===== src/design/pack_entry_stream_decrypt_macros.svh =====
// Assertion macros for the pack entry stream decrypt block.
// Included by the top level; depends on nothing else.
`ifndef PACK_ENTRY_STREAM_DECRYPT_MACROS_SVH
`define PACK_ENTRY_STREAM_DECRYPT_MACROS_SVH

// The consequent must hold in the same cycle as the antecedent.
`define PESD_ASSERT_SAME(label, clk, rstn, ante, cons, msg) \
    label: assert property (@(posedge clk) disable iff (!(rstn)) (ante) |-> (cons)) \
        else $error(msg);

// The consequent must hold in the cycle after the antecedent.
`define PESD_ASSERT_NEXT(label, clk, rstn, ante, cons, msg) \
    label: assert property (@(posedge clk) disable iff (!(rstn)) (ante) |=> (cons)) \
        else $error(msg);

`endif


===== src/design/pesd_pkg.sv =====
// Shared types and constants of the pack entry stream decrypt block.
// Used by every module of the block; depends on nothing.
package pesd_pkg;

    localparam int POS_W     = 48;
    localparam int KEY_W     = 64;
    localparam int BYTE_W    = 8;
    localparam int CFG_IDX_W = 2;
    localparam int TAP_W     = 40;
    localparam int MUL_LO_W  = 32;

    localparam logic [KEY_W-1:0] MIX_CONST = 64'h351c_d819_923a_cae7;

    localparam logic [CFG_IDX_W-1:0] CFG_PACK_KEY     = 2'd0;
    localparam logic [CFG_IDX_W-1:0] CFG_ENTRY_START  = 2'd1;
    localparam logic [CFG_IDX_W-1:0] CFG_ENTRY_LENGTH = 2'd2;

    localparam logic STATUS_OK     = 1'b0;
    localparam logic STATUS_REJECT = 1'b1;

    typedef enum logic [1:0] {
        MODE_SEEK  = 2'd0,
        MODE_TELL  = 2'd1,
        MODE_CHECK = 2'd2,
        MODE_READ  = 2'd3
    } mode_t;

    typedef enum logic [1:0] {
        ORG_START   = 2'd0,
        ORG_CURRENT = 2'd1,
        ORG_END     = 2'd2,
        ORG_INVALID = 2'd3
    } origin_t;

    typedef struct packed {
        mode_t                    mode;
        origin_t                  seek_origin;
        logic signed [POS_W-1:0]  seek_delta;
        logic [POS_W-1:0]         read_length;
        logic [BYTE_W-1:0]        raw_byte;
    } item_t;

    typedef struct packed {
        logic              status;
        logic [POS_W-1:0]  position;
    } pos_res_t;

endpackage


===== src/design/pesd_in_stage.sv =====
// Input register of the pack entry stream decrypt block.
// Depends on pesd_pkg for the item type.
module pesd_in_stage (
    input  logic            aclk,
    input  logic            aresetn,
    input  logic            s_valid,
    output logic            s_ready,
    input  pesd_pkg::item_t s_item,
    input  logic            out_free,
    output logic            item_valid,
    output pesd_pkg::item_t item
);
    import pesd_pkg::*;

    logic  valid_reg;
    logic  valid_next;
    item_t item_reg;
    logic  accept;

    assign s_ready = !valid_reg || out_free;
    assign accept  = s_valid && s_ready;

    always_comb begin
        if (accept) begin
            valid_next = 1'b1;
        end else if (out_free) begin
            valid_next = 1'b0;
        end else begin
            valid_next = valid_reg;
        end
    end

    always_ff @(posedge aclk) begin
        if (!aresetn) begin
            valid_reg <= 1'b0;
        end else begin
            valid_reg <= valid_next;
        end
    end

    always_ff @(posedge aclk) begin
        if (accept) begin
            item_reg <= s_item;
        end
    end

    assign item_valid = valid_reg;
    assign item       = item_reg;

endmodule


===== src/design/pesd_pos_unit.sv =====
// Configuration registers and position tracking of the pack entry stream decrypt block.
// Depends on pesd_pkg; the position is held relative to the entry start.
module pesd_pos_unit (
    input  logic                                aclk,
    input  logic                                aresetn,
    input  logic                                cfg_we,
    input  logic [pesd_pkg::CFG_IDX_W-1:0]      cfg_index,
    input  logic [pesd_pkg::KEY_W-1:0]          cfg_data,
    input  logic                                step,
    input  pesd_pkg::item_t                     item,
    output logic [pesd_pkg::TAP_W-1:0]          key_tap,
    output logic [pesd_pkg::POS_W-1:0]          cur_rel,
    output pesd_pkg::pos_res_t                  res
);
    import pesd_pkg::*;

    localparam int SUM_W = POS_W + 2;

    logic [KEY_W-1:0] key_reg;
    logic [POS_W-1:0] start_reg;
    logic [POS_W-1:0] length_reg;
    logic [POS_W-1:0] rel_reg;
    logic [POS_W-1:0] rel_next;

    logic [POS_W-1:0] limit;
    logic [SUM_W-1:0] delta_ext;
    logic [SUM_W-1:0] rel_base;
    logic [SUM_W-1:0] seek_sum;
    logic             seek_bad;
    logic [POS_W:0]   run_sum;
    logic             check_bad;
    logic             at_top;
    logic             status;
    logic [POS_W-1:0] rel_after;
    logic             start_write;

    // The absolute position never passes 2^48-1, so the relative one never passes ~start.
    assign limit     = ~start_reg;
    assign delta_ext = {{2{item.seek_delta[POS_W-1]}}, item.seek_delta};

    always_comb begin
        case (item.seek_origin)
            ORG_START:   rel_base = '0;
            ORG_CURRENT: rel_base = {2'b00, rel_reg};
            ORG_END:     rel_base = {2'b00, length_reg};
            default:     rel_base = '0;
        endcase
    end

    assign seek_sum  = rel_base + delta_ext;
    assign seek_bad  = (item.seek_origin == ORG_INVALID) || seek_sum[SUM_W-1]
                       || (seek_sum > {2'b00, limit});
    assign run_sum   = {1'b0, rel_reg} + {1'b0, item.read_length};
    assign check_bad = (run_sum > {1'b0, length_reg}) || (run_sum > {1'b0, limit});
    assign at_top    = (rel_reg == limit);

    always_comb begin
        status    = STATUS_OK;
        rel_after = rel_reg;
        unique case (item.mode)
            MODE_SEEK: begin
                if (seek_bad) begin
                    status = STATUS_REJECT;
                end else begin
                    rel_after = seek_sum[POS_W-1:0];
                end
            end
            MODE_TELL: begin
                status = STATUS_OK;
            end
            MODE_CHECK: begin
                if (check_bad) begin
                    status = STATUS_REJECT;
                end
            end
            MODE_READ: begin
                if (at_top) begin
                    status = STATUS_REJECT;
                end else begin
                    rel_after = rel_reg + POS_W'(1);
                end
            end
            default: begin
                status = STATUS_REJECT;
            end
        endcase
    end

    assign start_write = cfg_we && (cfg_index == CFG_ENTRY_START);

    always_comb begin
        if (start_write) begin
            rel_next = '0;
        end else if (step) begin
            rel_next = rel_after;
        end else begin
            rel_next = rel_reg;
        end
    end

    always_ff @(posedge aclk) begin
        if (!aresetn) begin
            key_reg    <= '0;
            start_reg  <= '0;
            length_reg <= '0;
            rel_reg    <= '0;
        end else begin
            rel_reg <= rel_next;
            if (cfg_we) begin
                unique case (cfg_index)
                    CFG_PACK_KEY:     key_reg    <= cfg_data;
                    CFG_ENTRY_START:  start_reg  <= cfg_data[POS_W-1:0];
                    CFG_ENTRY_LENGTH: length_reg <= cfg_data[POS_W-1:0];
                    default:          ;
                endcase
            end
        end
    end

    assign key_tap = rel_reg[TAP_W-1:0] ^ key_reg[TAP_W-1:0];
    assign cur_rel = rel_reg;
    assign res     = '{status: status, position: rel_after};

endmodule


===== src/design/pesd_key_mul.sv =====
// Key byte generator: bits 39..32 of the keyed position times the mixing constant.
// Depends on pesd_pkg; partial products are registered and summed in the result stage.
module pesd_key_mul (
    input  logic                              aclk,
    input  logic                              load,
    input  logic [pesd_pkg::TAP_W-1:0]        key_tap,
    output logic [pesd_pkg::BYTE_W-1:0]       key_byte
);
    import pesd_pkg::*;

    localparam logic [MUL_LO_W-1:0] MIX_LO      = MIX_CONST[MUL_LO_W-1:0];
    localparam logic [BYTE_W-1:0]   MIX_LO_BYTE = MIX_CONST[BYTE_W-1:0];
    localparam logic [BYTE_W-1:0]   MIX_HI_BYTE = MIX_CONST[TAP_W-1:MUL_LO_W];

    logic [2*MUL_LO_W-1:0] lo_prod;
    logic [2*BYTE_W-1:0]   hi_a;
    logic [2*BYTE_W-1:0]   hi_b;
    logic [BYTE_W-1:0]     lo_byte_next;
    logic [BYTE_W-1:0]     cross_next;
    logic [BYTE_W-1:0]     lo_byte_reg;
    logic [BYTE_W-1:0]     cross_reg;

    // Only the low 40 bits of both factors reach bits 39..32 of the product.
    assign lo_prod = {{MUL_LO_W{1'b0}}, key_tap[MUL_LO_W-1:0]} * {{MUL_LO_W{1'b0}}, MIX_LO};
    assign hi_a    = {{BYTE_W{1'b0}}, key_tap[TAP_W-1:MUL_LO_W]} * {{BYTE_W{1'b0}}, MIX_LO_BYTE};
    assign hi_b    = {{BYTE_W{1'b0}}, key_tap[BYTE_W-1:0]} * {{BYTE_W{1'b0}}, MIX_HI_BYTE};

    assign lo_byte_next = lo_prod[TAP_W-1:MUL_LO_W];
    assign cross_next   = hi_a[BYTE_W-1:0] + hi_b[BYTE_W-1:0];

    always_ff @(posedge aclk) begin
        if (load) begin
            lo_byte_reg <= lo_byte_next;
            cross_reg   <= cross_next;
        end
    end

    assign key_byte = lo_byte_reg + cross_reg;

endmodule


===== src/design/pesd_out_stage.sv =====
// Result register of the pack entry stream decrypt block.
// Depends on pesd_pkg; applies the key byte to the registered raw byte.
module pesd_out_stage (
    input  logic                              aclk,
    input  logic                              aresetn,
    input  logic                              step,
    input  pesd_pkg::pos_res_t                res,
    input  logic                              is_read,
    input  logic [pesd_pkg::BYTE_W-1:0]       raw_byte,
    input  logic [pesd_pkg::BYTE_W-1:0]       key_byte,
    input  logic                              m_ready,
    output logic                              out_free,
    output logic                              m_valid,
    output logic                              m_status,
    output logic [pesd_pkg::BYTE_W-1:0]       m_plain_byte,
    output logic [pesd_pkg::POS_W-1:0]        m_position
);
    import pesd_pkg::*;

    logic              valid_reg;
    logic              valid_next;
    pos_res_t          res_reg;
    logic              is_read_reg;
    logic [BYTE_W-1:0] raw_reg;

    assign out_free = !valid_reg || m_ready;

    always_comb begin
        if (step) begin
            valid_next = 1'b1;
        end else if (m_ready) begin
            valid_next = 1'b0;
        end else begin
            valid_next = valid_reg;
        end
    end

    always_ff @(posedge aclk) begin
        if (!aresetn) begin
            valid_reg <= 1'b0;
        end else begin
            valid_reg <= valid_next;
        end
    end

    always_ff @(posedge aclk) begin
        if (step) begin
            res_reg     <= res;
            is_read_reg <= is_read;
            raw_reg     <= raw_byte;
        end
    end

    assign m_valid      = valid_reg;
    assign m_status     = res_reg.status;
    assign m_position   = res_reg.position;
    assign m_plain_byte = is_read_reg ? (raw_reg ^ key_byte) : '0;

endmodule


===== src/design/pack_entry_stream_decrypt.sv =====
// Decrypting reader for one entry of a resource pack: seek, tell, read check and read byte.
// Top level; depends on pesd_pkg, pesd_in_stage, pesd_pos_unit, pesd_key_mul and
// pesd_out_stage.
//
// The block takes one item per clock cycle while the output is not stalled and returns
// each result through an input register and a result register. The rate is set by the
// position register, which is updated at most once per cycle by a single add and compare;
// the key multiplication is split into a 32 by 32 bit product and two small cross terms,
// summed after the result register. Configuration writes are taken at any time with ready
// held high and must only be issued while no item is in flight. There is no clearing pass.
`include "pack_entry_stream_decrypt_macros.svh"

module pack_entry_stream_decrypt (
    input  logic                                  aclk,
    input  logic                                  aresetn,
    input  logic                                  cfg_valid,
    output logic                                  cfg_ready,
    input  logic [pesd_pkg::CFG_IDX_W-1:0]        cfg_index,
    input  logic [pesd_pkg::KEY_W-1:0]            cfg_data,
    input  logic                                  s_valid,
    output logic                                  s_ready,
    input  pesd_pkg::mode_t                       s_mode,
    input  pesd_pkg::origin_t                     s_seek_origin,
    input  logic signed [pesd_pkg::POS_W-1:0]     s_seek_delta,
    input  logic [pesd_pkg::POS_W-1:0]            s_read_length,
    input  logic [pesd_pkg::BYTE_W-1:0]           s_raw_byte,
    output logic                                  m_valid,
    input  logic                                  m_ready,
    output logic                                  m_status,
    output logic [pesd_pkg::BYTE_W-1:0]           m_plain_byte,
    output logic [pesd_pkg::POS_W-1:0]            m_position
);
    import pesd_pkg::*;

    item_t             s_item;
    item_t             in_item;
    logic              in_valid;
    logic              out_free;
    logic              step;
    logic [TAP_W-1:0]  key_tap;
    logic [POS_W-1:0]  cur_rel;
    pos_res_t          pos_res;
    logic [BYTE_W-1:0] key_byte;

    assign cfg_ready = 1'b1;

    assign s_item = '{mode:        s_mode,
                      seek_origin: s_seek_origin,
                      seek_delta:  s_seek_delta,
                      read_length: s_read_length,
                      raw_byte:    s_raw_byte};

    assign step = in_valid && out_free;

    pesd_in_stage u_in_stage (
        .aclk       (aclk),
        .aresetn    (aresetn),
        .s_valid    (s_valid),
        .s_ready    (s_ready),
        .s_item     (s_item),
        .out_free   (out_free),
        .item_valid (in_valid),
        .item       (in_item)
    );

    pesd_pos_unit u_pos_unit (
        .aclk      (aclk),
        .aresetn   (aresetn),
        .cfg_we    (cfg_valid && cfg_ready),
        .cfg_index (cfg_index),
        .cfg_data  (cfg_data),
        .step      (step),
        .item      (in_item),
        .key_tap   (key_tap),
        .cur_rel   (cur_rel),
        .res       (pos_res)
    );

    pesd_key_mul u_key_mul (
        .aclk     (aclk),
        .load     (step),
        .key_tap  (key_tap),
        .key_byte (key_byte)
    );

    pesd_out_stage u_out_stage (
        .aclk         (aclk),
        .aresetn      (aresetn),
        .step         (step),
        .res          (pos_res),
        .is_read      (in_item.mode == MODE_READ),
        .raw_byte     (in_item.raw_byte),
        .key_byte     (key_byte),
        .m_ready      (m_ready),
        .out_free     (out_free),
        .m_valid      (m_valid),
        .m_status     (m_status),
        .m_plain_byte (m_plain_byte),
        .m_position   (m_position)
    );

    `PESD_ASSERT_SAME(a_full_stall, aclk, aresetn,
        in_valid && m_valid && !m_ready, !s_ready,
        "input taken while both stages are full")
    `PESD_ASSERT_SAME(a_tell_holds, aclk, aresetn,
        step && in_item.mode == MODE_TELL,
        pos_res.position == cur_rel && pos_res.status == STATUS_OK,
        "tell changed the position")
    `PESD_ASSERT_NEXT(a_read_advance, aclk, aresetn,
        step && in_item.mode == MODE_READ && pos_res.status == STATUS_OK,
        m_position == $past(cur_rel) + POS_W'(1),
        "read byte did not advance by one")

endmodule


===== config.mk =====
export PLATFORM = sky130hd
export DESIGN_NAME = pack_entry_stream_decrypt
export DESIGN_NICKNAME = d
export VERILOG_FILES = /design/src/design/pesd_pkg.sv /design/src/design/pesd_in_stage.sv /design/src/design/pesd_pos_unit.sv /design/src/design/pesd_key_mul.sv /design/src/design/pesd_out_stage.sv /design/src/design/pack_entry_stream_decrypt.sv
export VERILOG_INCLUDE_DIRS = /design/src /design/src/design
export SDC_FILE = /design/constraint.sdc
export NUM_CORES = 2
export LEC_CHECK = 0
export BUFFER_PORTS_ARGS = -buffer_cell sky130_fd_sc_hd__buf_2
export CORE_UTILIZATION = 60
export CTS_CLUSTER_DIAMETER = 120
export DETAILED_ROUTE_END_ITERATION = 8
export MAX_ROUTING_LAYER = met4
export PLACE_DENSITY = 0.84
export SLEW_MARGIN = 25
export SYNTH_ARGS = -nofsm -noshare
export SYNTH_HDL_FRONTEND = slang
export SYNTH_SLANG_ARGS = --single-unit

===== constraint.sdc =====
create_clock -name aclk -period 10.6 [get_ports aclk]
set_input_delay 0.53 -clock aclk [delete_from_list [all_inputs] [get_ports aclk]]
set_output_delay 0.53 -clock aclk [all_outputs]
set_load 0.05 [all_outputs]

==> impl_metrics.toml <==
[setup_path]
setup.worst_path.class = "reg -> reg"
reg2reg_depth = 25
cp_max_fo = 10
critical_path.max_stage_delay_ns = 0.87
path_depth = 25
crit_path_frequent_cell = "inv_1"
timing.critical_path.to_type = "register"
startpoint_type = "register"
crit_buf_inv = 7
cp_slowest_cell = "xnor2_2"
cpLargestDelayFamily = "adder cells"
arrival_ns = 9.64
required_ns = 11.02

[logic_synthesis]
yosysTopAreaCellShare = 0.176
synth_cell_types = 85
synth-main-ff-cell = "dfxtp_1"
synth.most_common_cell = "inv_1"
synth_fp_nets = 5139
yosysWarnings = 0
ys_ff_latch = 368
ys_top_cells_by_count = "inv_1, ha_1, nand2_1, fa_1, a21oi_1"
synthesis.area_sq_mm = 0.0380
syn_inst = 4116
synth.area.top_cells = "fa_1, ha_1, edfxtp_1"
yosysTopAreaCell = "fa_1"
syn_area_per_cell_sq_um = 9.24
seq_area_frac_synth = 0.242
synth-edff-count = 182
async_flop_share = 0

[sta]
slew_violations = 0
fin_crit_sh = 0.869
slew_headroom = 0.247
rsz0062_at_grt = "no"
fin_setup_tns_ns = 0
max_freq_mhz = 109
period_needed_ns = 9.21
finClkSkew_ns = 0.0700
setup_violations = 0
hold_viol_final = 0
worst_slew_pin_slew_ns = 1.12

[cts]
path_clk_slew_ns = 0.07
cts-root-buf = "clkbuf_16"
post-cts-setup-buffer-count = 0
cts.htree.levels = 2
cts_resized = 0
clk_latency_ns = 0.64
cts_num_sinks = 368
numCtsBuffers = 45
postCtsHoldBufs = 0
cts_tree = "done"
clockBufferDepth = 3

[detailed_routing]
drc = 0
routed_wl_um = 121000
wl_per_cell_um = 23.5
dr.first_iter.drc_count = 2934
vias = 31100
vias_per_cell = 6.03
ant_nets = 0
first_pass_iters = 5

[die]
core_sq_mm = 0.0622
start_util = 0.612
die_area_sq_mm = 0.0644
die_w_um = 254
io-pin-count = 239
die_h_um = 254
fp-row-count = 91

[power_and_ir_drop]
leakagePower_nw = 20.0
peakVddDrop_mv = 0.128
p_int_mw = 3.49
combPwrFrac = 0.390
clkPwrFrac = 0.313
swShare = 0.374
p_per_area_mw_per_mm2 = 134
switchingPower_mw = 2.09
p_seq_frac = 0.296
power_mw = 5.58

[grt]
grt.overflow.total = 0
grt_pass1_wl_um = 181000
antenna_found_initial = 12
grt_max_degree = 95
grt_pass1_vias = 30800
grt.total_usage = 0.389

[placement]
placed_area_sq_mm = 0.0399
port_buffers = 221
hpwl_um = 97900
globalplace.congestion = 1.08
dp.cells = 5057

[worst_hold_path]
hold_depth = 1
hold_path.class = "in -> reg"

[layout]
fin_cells = 5153
fin_nets = 5290
largest_reg_flops = 108
syn2layout_area_growth_pct = 9.53
drive_gt1_frac = 0.0895
final_area_sq_mm = 0.0417
post-route-util = 0.670

[outcome]
status = "completed"

[job]
cap_violations = 0
worst paths after layout:
check                                           start                  endpoint  slack (ns)
worst max-delay path            u_pos_unit.cur_rel[7]  u_key_mul.lo_byte_reg[6]        1.39
worst min-delay path                  s_seek_delta[2]       u_in_stage.item[58]        0.06
worst max register to register  u_pos_unit.cur_rel[7]  u_key_mul.lo_byte_reg[6]        1.39
worst min register to register     u_in_stage.item[5]    u_out_stage.raw_reg[5]        0.42
routing by layer:
layer | wire length (um) | track usage | vias up
li1 | - | - | 14200
met1 | 46900 | 0.476 | 15000
met2 | 55500 | 0.610 | 1522
met3 | 10400 | 0.0600 | 404
met4 | 8370 | 0.228 | 0
met5 | 0 | - | -
cell type report:
type / instances / area (sq um)
clock inverter: 27 / 422
sequential: 368 / 9190
multi-input combinational: 2890 / 25700
clock buffer: 56 / 1250
fill: 5076 / 20500
timing repair buffer: 259 / 1390
inverter: 703 / 2640
antenna: 13 / 32.5
tap: 837 / 1050
cell families (layout without fill, tap and decap cells):
family	Yosys count	count (layout)	share of synthesized area
AOI/OAI and AO/OA	896	896	0.159
and+or+nand+nor	874	874	0.106
buffers and inverters	858	1045	0.0859
adders and majority gates	844	844	0.344
DFF	368	368	0.242
xor gates and xnor gates	265	265	0.0610
muxes	10	10	0.00280
other	1	14	0.0000986
cell usage in the layout (no fill, tap or decap), types with 9 or more instances in the layout:
master     count
a211oi_1      24
a21boi_0     140
a21o_1       121
a21oi_1      189
a221o_1       20
a221oi_1      10
a22o_1        12
a22oi_1       64
a31o_2         9
a31oi_1       18
and2_1        21
and3_1        26
buf_2        220
buf_4         39
clkbuf_16     47
clkinv_2       9
dfxtp_1      186
diode_2       13
edfxtp_1     182
fa_1         335
ha_1         507
inv_1        701
nand2_1      392
nand2b_1      20
nand3_1       56
nand4_1       70
nor2_1       163
nor2b_1       28
nor3_1        41
nor4_1        16
o211ai_1      14
o21a_1        29
o21ai_0      142
o21bai_1      28
o22ai_1       10
xnor2_1      144
xor2_1       114
through the flow:
stage                     setup WS, ns  hold slack [ns]
after floorplan                   3.05            0.400
after global placement            1.74            0.404
after detailed placement          1.52            0.405
after CTS                         1.46           0.0475
after global routing              1.15           0.0501
final                             1.39           0.0600
power groups by stage:
stage / Combinational (mW) / Clock, mW / Sequential [mW]
2_1_floorplan: 1.54 / 0 / 1.69
3_3_place_gp: 2.05 / 0 / 1.68
3_5_place_dp: 2.15 / 0 / 1.68
4_1_cts: 2.18 / 1.76 / 1.65
5_1_grt: 2.45 / 1.81 / 1.66
6_report: 2.18 / 1.75 / 1.65
(Power assumes the default switching activity.)
